## src/mvm_pkg.sv

```systemverilog
`timescale 1ns / 1ps

package mvm_pkg;

  localparam int MAX_COLUMNS_DEF = 64;
  localparam int MAX_ROWS_DEF    = 256;

  localparam int VALUE_W     = 16;
  localparam int INDEX_W     = 6;
  localparam int ROW_INDEX_W = 8;
  localparam int SUM_W       = 40;
  localparam int PROD_W      = 2 * VALUE_W;

  localparam int IN_TDATA_W  = 24;
  localparam int OUT_TDATA_W = 48;

  localparam int COLUMN_COUNT_W = 7;
  localparam int ROW_COUNT_W    = 9;
  localparam int CFG_INDEX_W    = 1;
  localparam int CFG_DATA_W     = 9;

  localparam logic [CFG_INDEX_W-1:0] CFG_COLUMN_COUNT = 1'b0;
  localparam logic [CFG_INDEX_W-1:0] CFG_ROW_COUNT    = 1'b1;

  localparam logic [COLUMN_COUNT_W-1:0] COLUMN_COUNT_RST = 7'd4;
  localparam logic [ROW_COUNT_W-1:0]    ROW_COUNT_RST    = 9'd8;

  localparam logic OP_LOAD   = 1'b0;
  localparam logic OP_MATRIX = 1'b1;

  localparam int FIFO_DEPTH = 4;
  localparam int FIFO_PTR_W = 2;
  localparam int FIFO_CNT_W = 3;

  typedef struct packed {
    logic                    last_row;
    logic signed [SUM_W-1:0] row_sum;
    logic [ROW_INDEX_W-1:0]  row_index;
  } out_word_t;

endpackage

```

## src/matrix_vector_multiply_unit.sv

```systemverilog
`timescale 1ns / 1ps

// Streaming matrix-vector multiplier for one dense layer. Vector elements are loaded by
// index (in_tuser low), then matrix elements stream in row-major order (in_tuser high),
// one word per cycle when the result side keeps up.
// Each matrix word is multiplied by the stored vector element of the current column and
// added to a 40-bit Q24.16 accumulator; when a row completes, one result word carries the
// row index, the sum and a last-row flag in tlast. The word that ends a row passes through
// the vector store read, the 16x16 multiplier and the accumulate into a four-entry result
// queue, whose head drives the output directly.
// The input stalls only when that queue, counted with rows still in flight, is full.
// Vector entries must be loaded before they are used; no clearing pass runs after reset.

module matrix_vector_multiply_unit #(
  parameter int MAX_COLUMNS = mvm_pkg::MAX_COLUMNS_DEF,
  parameter int MAX_ROWS    = mvm_pkg::MAX_ROWS_DEF
) (
  input  logic                                  clk,
  input  logic                                  rst_n,
  input  logic                                  in_tvalid,
  output logic                                  in_tready,
  // element_index [5:0], value [21:6], zero [23:22]
  input  logic [mvm_pkg::IN_TDATA_W-1:0]        in_tdata,
  // operation
  input  logic                                  in_tuser,
  output logic                                  out_tvalid,
  input  logic                                  out_tready,
  // row_index [7:0], row_sum [47:8]
  output logic [mvm_pkg::OUT_TDATA_W-1:0]       out_tdata,
  output logic                                  out_tlast,
  input  logic                                  cfg_we,
  input  logic [mvm_pkg::CFG_INDEX_W-1:0]       cfg_index,
  input  logic [mvm_pkg::CFG_DATA_W-1:0]        cfg_wdata
);

  localparam int COL_W  = (MAX_COLUMNS > 1) ? $clog2(MAX_COLUMNS) : 1;
  localparam int ROW_W  = (MAX_ROWS > 1) ? $clog2(MAX_ROWS) : 1;
  localparam int CLIM_W = $clog2(MAX_COLUMNS + 1);
  localparam int RLIM_W = $clog2(MAX_ROWS + 1);

  logic                                  in_op;
  logic [mvm_pkg::INDEX_W-1:0]           in_idx;
  logic signed [mvm_pkg::VALUE_W-1:0]    in_value;
  logic                                  in_acc;
  logic                                  load_acc;
  logic                                  mat_acc;
  logic                                  idx_ok;
  logic [COL_W-1:0]                      ld_addr;

  logic [mvm_pkg::COLUMN_COUNT_W-1:0]    column_count_r;
  logic [mvm_pkg::ROW_COUNT_W-1:0]       row_count_r;

  logic [CLIM_W-1:0]                     cols_lim;
  logic [RLIM_W-1:0]                     rows_lim;
  logic [CLIM_W-1:0]                     col_inc;
  logic [RLIM_W-1:0]                     row_inc;
  logic                                  row_end;
  logic                                  mat_last;

  logic [COL_W-1:0]                      col_cnt_r;
  logic [ROW_W-1:0]                      row_cnt_r;

  logic signed [mvm_pkg::VALUE_W-1:0]    vec_mem [MAX_COLUMNS];

  logic                                  s1_v_r;
  logic                                  s1_end_r;
  logic                                  s1_last_r;
  logic [ROW_W-1:0]                      s1_row_r;
  logic signed [mvm_pkg::VALUE_W-1:0]    s1_a_r;
  logic signed [mvm_pkg::VALUE_W-1:0]    s1_b_r;

  logic                                  s2_v_r;
  logic                                  s2_end_r;
  logic                                  s2_last_r;
  logic [ROW_W-1:0]                      s2_row_r;
  logic signed [mvm_pkg::PROD_W-1:0]     s2_prod_r;

  logic signed [mvm_pkg::SUM_W-1:0]      acc_r;
  logic signed [mvm_pkg::SUM_W-1:0]      acc_sum;

  mvm_pkg::out_word_t                    fifo_mem [mvm_pkg::FIFO_DEPTH];
  mvm_pkg::out_word_t                    push_word;
  mvm_pkg::out_word_t                    head_word;
  logic [mvm_pkg::FIFO_PTR_W-1:0]        wr_ptr_r;
  logic [mvm_pkg::FIFO_PTR_W-1:0]        rd_ptr_r;
  logic [mvm_pkg::FIFO_CNT_W-1:0]        fifo_cnt_r;
  logic [mvm_pkg::FIFO_CNT_W-1:0]        fifo_cnt_nxt;
  logic [mvm_pkg::FIFO_CNT_W-1:0]        credit;
  logic                                  push;
  logic                                  pop;

  assign in_op    = in_tuser;
  assign in_idx   = in_tdata[5:0];
  assign in_value = in_tdata[21:6];

  assign in_acc   = in_tvalid & in_tready;
  assign load_acc = in_acc & (in_op == mvm_pkg::OP_LOAD);
  assign mat_acc  = in_acc & (in_op == mvm_pkg::OP_MATRIX);
  assign idx_ok   = 32'(in_idx) < MAX_COLUMNS;
  assign ld_addr  = COL_W'(in_idx);

  always_ff @(posedge clk) begin
    if (!rst_n) begin
      column_count_r <= mvm_pkg::COLUMN_COUNT_RST;
      row_count_r    <= mvm_pkg::ROW_COUNT_RST;
    end else if (cfg_we) begin
      priority if (cfg_index == mvm_pkg::CFG_COLUMN_COUNT) begin
        column_count_r <= cfg_wdata[mvm_pkg::COLUMN_COUNT_W-1:0];
      end else if (cfg_index == mvm_pkg::CFG_ROW_COUNT) begin
        row_count_r <= cfg_wdata;
      end
    end
  end

  always_comb begin
    priority if (column_count_r == '0) begin
      cols_lim = CLIM_W'(1);
    end else if (32'(column_count_r) > MAX_COLUMNS) begin
      cols_lim = CLIM_W'(MAX_COLUMNS);
    end else begin
      cols_lim = CLIM_W'(column_count_r);
    end
    priority if (row_count_r == '0) begin
      rows_lim = RLIM_W'(1);
    end else if (32'(row_count_r) > MAX_ROWS) begin
      rows_lim = RLIM_W'(MAX_ROWS);
    end else begin
      rows_lim = RLIM_W'(row_count_r);
    end
  end

  assign col_inc  = CLIM_W'(col_cnt_r) + CLIM_W'(1);
  assign row_inc  = RLIM_W'(row_cnt_r) + RLIM_W'(1);
  assign row_end  = col_inc >= cols_lim;
  assign mat_last = row_inc >= rows_lim;

  always_ff @(posedge clk) begin
    if (!rst_n) begin
      col_cnt_r <= '0;
      row_cnt_r <= '0;
    end else if (mat_acc) begin
      if (row_end) begin
        col_cnt_r <= '0;
        row_cnt_r <= mat_last ? '0 : ROW_W'(row_inc);
      end else begin
        col_cnt_r <= COL_W'(col_inc);
      end
    end
  end

  always_ff @(posedge clk) begin
    if (load_acc && idx_ok) begin
      vec_mem[ld_addr] <= in_value;
    end
  end

  always_ff @(posedge clk) begin
    if (mat_acc) begin
      s1_b_r <= vec_mem[col_cnt_r];
    end
  end

  always_ff @(posedge clk) begin
    if (!rst_n) begin
      s1_v_r <= 1'b0;
      s2_v_r <= 1'b0;
    end else begin
      s1_v_r <= mat_acc;
      s2_v_r <= s1_v_r;
    end
  end

  always_ff @(posedge clk) begin
    if (mat_acc) begin
      s1_a_r    <= in_value;
      s1_end_r  <= row_end;
      s1_last_r <= mat_last;
      s1_row_r  <= row_cnt_r;
    end
    s2_prod_r <= s1_a_r * s1_b_r;
    s2_end_r  <= s1_end_r;
    s2_last_r <= s1_last_r;
    s2_row_r  <= s1_row_r;
  end

  assign acc_sum = acc_r + mvm_pkg::SUM_W'(s2_prod_r);
  assign push    = s2_v_r & s2_end_r;

  always_ff @(posedge clk) begin
    if (!rst_n) begin
      acc_r <= '0;
    end else if (s2_v_r) begin
      acc_r <= s2_end_r ? '0 : acc_sum;
    end
  end

  always_comb begin
    push_word.last_row  = s2_last_r;
    push_word.row_sum   = acc_sum;
    push_word.row_index = mvm_pkg::ROW_INDEX_W'(s2_row_r);
  end

  always_ff @(posedge clk) begin
    if (push) begin
      fifo_mem[wr_ptr_r] <= push_word;
    end
  end

  assign pop = out_tvalid & out_tready;

  always_comb begin
    unique case ({push, pop})
      2'b10:   fifo_cnt_nxt = fifo_cnt_r + mvm_pkg::FIFO_CNT_W'(1);
      2'b01:   fifo_cnt_nxt = fifo_cnt_r - mvm_pkg::FIFO_CNT_W'(1);
      default: fifo_cnt_nxt = fifo_cnt_r;
    endcase
  end

  always_ff @(posedge clk) begin
    if (!rst_n) begin
      wr_ptr_r   <= '0;
      rd_ptr_r   <= '0;
      fifo_cnt_r <= '0;
    end else begin
      if (push) begin
        wr_ptr_r <= wr_ptr_r + mvm_pkg::FIFO_PTR_W'(1);
      end
      if (pop) begin
        rd_ptr_r <= rd_ptr_r + mvm_pkg::FIFO_PTR_W'(1);
      end
      fifo_cnt_r <= fifo_cnt_nxt;
    end
  end

  assign credit = fifo_cnt_r + mvm_pkg::FIFO_CNT_W'(s1_v_r & s1_end_r)
                + mvm_pkg::FIFO_CNT_W'(s2_v_r & s2_end_r);
  assign in_tready = credit < mvm_pkg::FIFO_CNT_W'(mvm_pkg::FIFO_DEPTH);

  assign head_word  = fifo_mem[rd_ptr_r];
  assign out_tvalid = fifo_cnt_r != '0;
  assign out_tdata  = {head_word.row_sum, head_word.row_index};
  assign out_tlast  = head_word.last_row;

endmodule

```

## config.mk

```make
export PLATFORM = sky130hd
export DESIGN_NAME = matrix_vector_multiply_unit
export DESIGN_NICKNAME = d
export VERILOG_FILES = /design/src/mvm_pkg.sv /design/src/matrix_vector_multiply_unit.sv
export SDC_FILE = /design/constraint.sdc
export NUM_CORES = 2
export LEC_CHECK = 0
export BUFFER_PORTS_ARGS = -buffer_cell sky130_fd_sc_hd__buf_2
export CAP_MARGIN = 25
export CORE_ASPECT_RATIO = 0.5
export CORE_MARGIN = 8
export CORE_UTILIZATION = 62
export DETAILED_ROUTE_END_ITERATION = 10
export PLACE_DENSITY = 0.79
export SYNTH_ARGS = -nofsm -noshare
export SYNTH_HDL_FRONTEND = slang
export SYNTH_SLANG_ARGS = --single-unit
```

## constraint.sdc

```tcl
create_clock -name clk -period 7.9 [get_ports clk]
set_clock_uncertainty 0.1 [all_clocks]
set_input_delay 2.37 -clock clk [delete_from_list [all_inputs] [get_ports clk]]
set_output_delay 2.37 -clock clk [all_outputs]
set_load 0.02 [all_outputs]
```

* Word-level counts from Yosys, hierarchy flattened
Memories as Yosys holds them, arrays and structs flattened. A register that Yosys moved wholly into a read port is not among the register bits.
Cells that the tools add are included.
** Cells by class
- Reductions and logical operators :: 7
- Bitwise logic cells :: 9
- Multiply operators :: 1
- $lt $le $gt $ge :: 5
- Equal/unequal tests :: 2
- Multiplexer cells :: 14
- Add/subtract/negate cells :: 9
** Operators with widths (count)
- 40-bit by 32-bit adder with 40-bit output :: 1
- 40-bit 2-to-1 mux :: 1
- 16-bit by 16-bit multiplier with 32-bit output :: 1
- 9-bit 2-to-1 mux :: 2
- 7-bit 2-to-1 mux :: 2
- 8-bit by 1-bit adder with 9-bit output, second input constant :: 1
- 9-bit >= comparator :: 1
- 9-bit greater-than comparator, second input constant :: 1
- 9-bit logical NOT :: 1
- 8-bit 2-to-1 mux :: 1
- 6-bit by 1-bit adder with 7-bit output, second input constant :: 1
- 1-bit AND :: 7
- 7-bit >= comparator :: 1
- 7-bit greater-than comparator, second input constant :: 1
- 7-bit logical NOT :: 1
- 3-bit by 1-bit adder with 3-bit output :: 2
- 6-bit 2-to-1 mux :: 1
- 3-bit one-hot mux with 2 select lines :: 1
- 2-bit AND reduction :: 3
- 2-bit by 1-bit adder with 2-bit output, second input constant :: 2
- 1-bit 2-to-1 mux :: 4
- 2-bit 2-to-1 mux :: 2
- 3-bit by 1-bit adder with 3-bit output, second input constant :: 1
- 3-bit less-than comparator, second input constant :: 1
- 6 further kinds :: 7
** Word-level totals
- Memories :: 2
- Register bits :: 147
- Bits of input ports :: 40
- Bits in writable memories :: 1220
- Output and inout bits :: 51
- Word-level logic and storage cells :: 67
** Memories
- vec_mem :: words 64, bits a word 16, read ports 1, clocked after Yosys merged registers in 1, wr ports 1, RTL line matrix_vector_multiply_unit.sv:63 : logic signed [mvm_pkg::VALUE_W-1:0] vec_mem [MAX_COLUMNS];
- fifo_mem :: words 4, bits a word 49, read ports 1, clocked after Yosys merged registers in 1, wr ports 1, RTL line matrix_vector_multiply_unit.sv:81 : mvm_pkg::out_word_t fifo_mem [mvm_pkg::FIFO_DEPTH];

* Longest topological paths before layout
- Depth in word-level cells :: 8
- Gate-level depth with buffers :: 24
- Gate-level depth less buffers :: 23

* Worst setup path before layout
OpenSTA, ideal clock, no wires.
- Path kind :: reg-to-reg
- From :: reg s1_b_r[1] in the netlist's numbering, read port of vec_mem
- To :: reg s2_prod_r[30] in the netlist's numbering
- Period minus slack after synthesis :: 6.063 ns
- Required time :: 7.728 ns
- Setup time :: 0.072 ns
- Cell stages (with the launch flop) :: 25
- Path buffers :: 2
- Setup slack :: 1.837 ns
- Arrival time :: 5.891 ns
- Cell sequence :: edfxtp_1 -> clkbuf_1 -> nand2_1 -> inv_1 -> fa_1 -> inv_1 -> fa_1 -> fa_1 -> inv_1 -> fa_1 -> fa_1 -> inv_1 -> fa_1 -> inv_1 -> ha_1 -> clkbuf_1 -> a21o_1 -> a21o_1 -> a2111oi_0 -> o21ai_0 -> nor3_1 -> a21oi_1 -> a211o_1 -> a21oi_1 -> xnor2_1
** Between the ends
- Word-level cells in the longest chain between the ends :: 1
** Ends and longest elaborated chain
- start: declaration :: RTL line matrix_vector_multiply_unit.sv:70 : logic signed [mvm_pkg::VALUE_W-1:0] s1_b_r;
- 16-bit by 16-bit multiplier with 32-bit output :: RTL line matrix_vector_multiply_unit.sv:180 : s2_prod_r <= s1_a_r * s1_b_r;
- end signal: assignment :: RTL line matrix_vector_multiply_unit.sv:180
- end: declaration :: RTL line matrix_vector_multiply_unit.sv:76 : logic signed [mvm_pkg::PROD_W-1:0] s2_prod_r;
Every way passes these cells.
A chain may end at the register's enable or synchronous reset.

* Worst setup path in the final report
- From :: reg s1_b_r[1] in the netlist's numbering, read port of vec_mem
- To :: reg s2_prod_r[28] in the netlist's numbering
The elaborated chain is that of the path after synthesis.

==> results.txt <==
Chip width: 471 um
CTS buffer count: 112
Commonest cells after routing, fill and taps aside: edfxtp_1 (1262), mux4_2 (385), inv_1 (342)
Most common cell after layout, fill and taps aside: edfxtp_1
Final Net Count: 4292
CTS Root Cell: clkbuf_16
Slew @ Worst Pin: 1.11 ns
Vias in the first global route: 35700
I/O Buffers: 88
Worst path buffer plus inverter count: 3
Cell count after synthesis: 3697
Die area: 0.114 mm^2
CTS clk-pin slew, worst paths: 0.07 ns
Period utilization: 0.846
Grt total ovfl: 0
Relative slew slack: 0.260
Pre-CTS setup slack: 1.22 ns
Syn_nets: 4146
Seq cells post-synth: 1385
PD cells: 301 mW/mm^2
Count of final max-slew check failures: 0
Largest net degree at the start of global routing: 149
Post-route insts no fill: 5305
Worst Setup End Kind: flip-flop
Setup violations, final: 0
DRT iter0 DRCs: 4147
RSZ-0062 raised after global routing: false
Slowest cell on crit path: fa_1
Cell Rows: 83
Synth cell types: 81
DIE HEIGHT: 243 um
First-pass GRT wire length: 228 mm
Sum Neg Setup Slack: 0 ns
Post-CTS Hold Buffers: 0
Post-layout min period: 6.68 ns
Outcome: finished, final reports clean
Crit path cell chain: nand2_1 -> inv_1 -> fa_1 -> fa_1 -> fa_1 -> fa_1 -> fa_1 -> inv_1 -> fa_1 -> inv_1 -> ha_1 -> nand4_1 -> nor2_1 -> and4_1 -> a32oi_1 -> a21oi_1 -> and2_1 -> o21ai_0 -> a221oi_1
Setup Fix Bufs, Post-CTS: 0
Worst Path Required: 8.41 ns
# IOs: 91
Area grow syn2layout: 9.72%
Leakage: 0.0245 uW
Wire per inst: 28.7 um
Seq/Total Area, Yosys: 0.630
Max Root-Sink Buffers: 3
Initial antenna violation count: 11
Initial Utilization: 0.625
Area after DPL: 0.0664 mm^2
Via count: 34700
Critical Path Most Common Cell: fa_1
Post-cts gate resize count: 0
Post-synth EDFFs: 1262
Mean Syn Cell Area: 17.3 um^2
Design area: 0.0703 mm^2
Hold Fails Final Rpt: 0
Total Routing Usage GR: 0.263
DR DRC count: 0
DRT Pass-1 Iters: 8
Core area: 0.103 mm^2
Syn Std Cell Area: 0.0640 mm^2
Fillers: 6048
Crit path kind: flip-flop to flip-flop
Max VDD drop: 329 uV
Maxcap violations: 0
Layout cell share with drive strength beyond 1: 0.199
Antenna-violating nets left: 0
DR vias/cell: 6.54
Worst skew pair latency: 0.74 ns
Clock sinks: 1385
PnR worst setup slack: 1.22 ns
CTS H-tree lvls: 3
CTS tree: yes
Ys flop type: edfxtp_1
Detailed placement HPWL: 86.1 mm
Peak fanout along the critical path: 16
WP data arrival: 7.19 ns
Warnings, synthesis: 0
Peak Freq: 150 MHz
CP peak stage delay: 0.81 ns
Fraction of registers with async set/reset: 0
Placed Cells: 5079
Min-delay worst type: flip-flop to flip-flop
Crit path max-delay family: adder cells
DRT Wirelength: 152 mm
Core Util, Final: 0.686
Routability cong.: 0.865
CP startpoint kind: flip-flop
==> registers in the layout, summed over array words and instances (netlist names), 9 cells and up, named ones only <==
register     cells
vec_mem       1024
fifo_mem       196
acc_r           40
s2_prod_r       32
s1_a_r          16
s1_b_r          16
row_count_r      9
==> cell type report <==
class                      instances  area (um^2)  share of cell area
inverter                         345         1290              0.0184
clock buffer                     135         2940              0.0419
sequential                      1385        40400               0.575
timing repair buffer             187         1440              0.0205
multi-input combinational       1812        21800               0.310
antenna                            9         22.5            0.000320
clock inverter                    72          716              0.0102
tap                             1360         1700              0.0242
==> Yosys cell counts, types with 4 or more instances <==
library cell / n / area (um^2)
mux2i_1: 8 / 80.1
o31ai_1: 4 / 30.0
xnor2_1: 60 / 526
o21bai_1: 11 / 82.6
nand2b_1: 15 / 93.8
nor2_1: 113 / 424
nand3b_1: 7 / 52.6
a31oi_1: 9 / 56.3
o211ai_1: 5 / 37.5
buf_2: 26 / 130
buf_1: 15 / 56.3
and3_1: 18 / 113
inv_1: 342 / 1280
o21ai_1: 4 / 20.0
nor2b_1: 56 / 350
a211oi_1: 4 / 30.0
or3_1: 9 / 56.3
clkbuf_1: 111 / 417
a21oi_1: 82 / 410
ha_1: 145 / 1810
nand3_1: 29 / 145
mux4_2: 385 / 8670
a22o_1: 21 / 184
nand4_1: 7 / 43.8
nand2_1: 206 / 773
a21o_1: 34 / 255
a31o_2: 5 / 43.8
edfxtp_1: 1262 / 37900
o22ai_1: 5 / 31.3
o21a_1: 11 / 82.6
nor3_1: 22 / 110
and2_1: 144 / 901
fa_1: 264 / 5290
a21boi_0: 14 / 105
xor2_1: 25 / 219
dfxtp_1: 123 / 2460
o21ai_0: 33 / 165
==> stage by stage <==
stage                     total power [uW]  hold WS, ns
after floorplan                      14100        0.223
after global placement               15300        0.225
after detailed placement             15600        0.229
after CTS                            21200        0.244
after global routing                 22400        0.252
final                                21200        0.242
==> routing by layer <==
layer / vias to the layer above / wire length [um] / GRT usage / part of all wire
met3: 481 / 16100 / 0.0624 / 0.11
met5: - / 40 / 0 / 0.00026
met1: 17700 / 55500 / 0.343 / 0.36
met4: 6 / 6830 / 0.101 / 0.045
met2: 2365 / 73700 / 0.435 / 0.48
li1: 14200 / - / - / -
==> logic make-up (layout without fill, tap and decap cells) <==
logic type,after synthesis,in the layout,share of synthesized area
xor gates and xnor gates,85,85,0.0116
other,0,9,0
buffers and inverters,500,739,0.0301
and+or+nand+nor,638,638,0.0495
AOI/OAI and AO/OA,285,285,0.0308
muxes,395,395,0.137
DFF,1385,1385,0.630
adders and majority gates,409,409,0.111
==> power by group <==
part	internal [uW]	switching, uW	leakage, uW
sequential	8350	122	0.0124
clock	3000	2680	0.00176
combinational	3070	3960	0.0103
total	14400	6760	0.0245
==> path summary, 6_finish.rpt <==
| kind | endpoint | startpoint | slack (ns) | cells past startpoint |
|---|---|---|---|---|
| worst max-delay path | s2_prod_r[28] | s1_b_r[1] | 1.22 | 19 |
| worst min-delay path | s2_row_r[4] | s1_row_r[4] | 0.24 | 0 |
| worst max register to register | s2_prod_r[28] | s1_b_r[1] | 1.22 | 19 |
| worst min register to register | s2_row_r[4] | s1_row_r[4] | 0.24 | 0 |
Note: power is estimated with default switching activity, not from simulation.
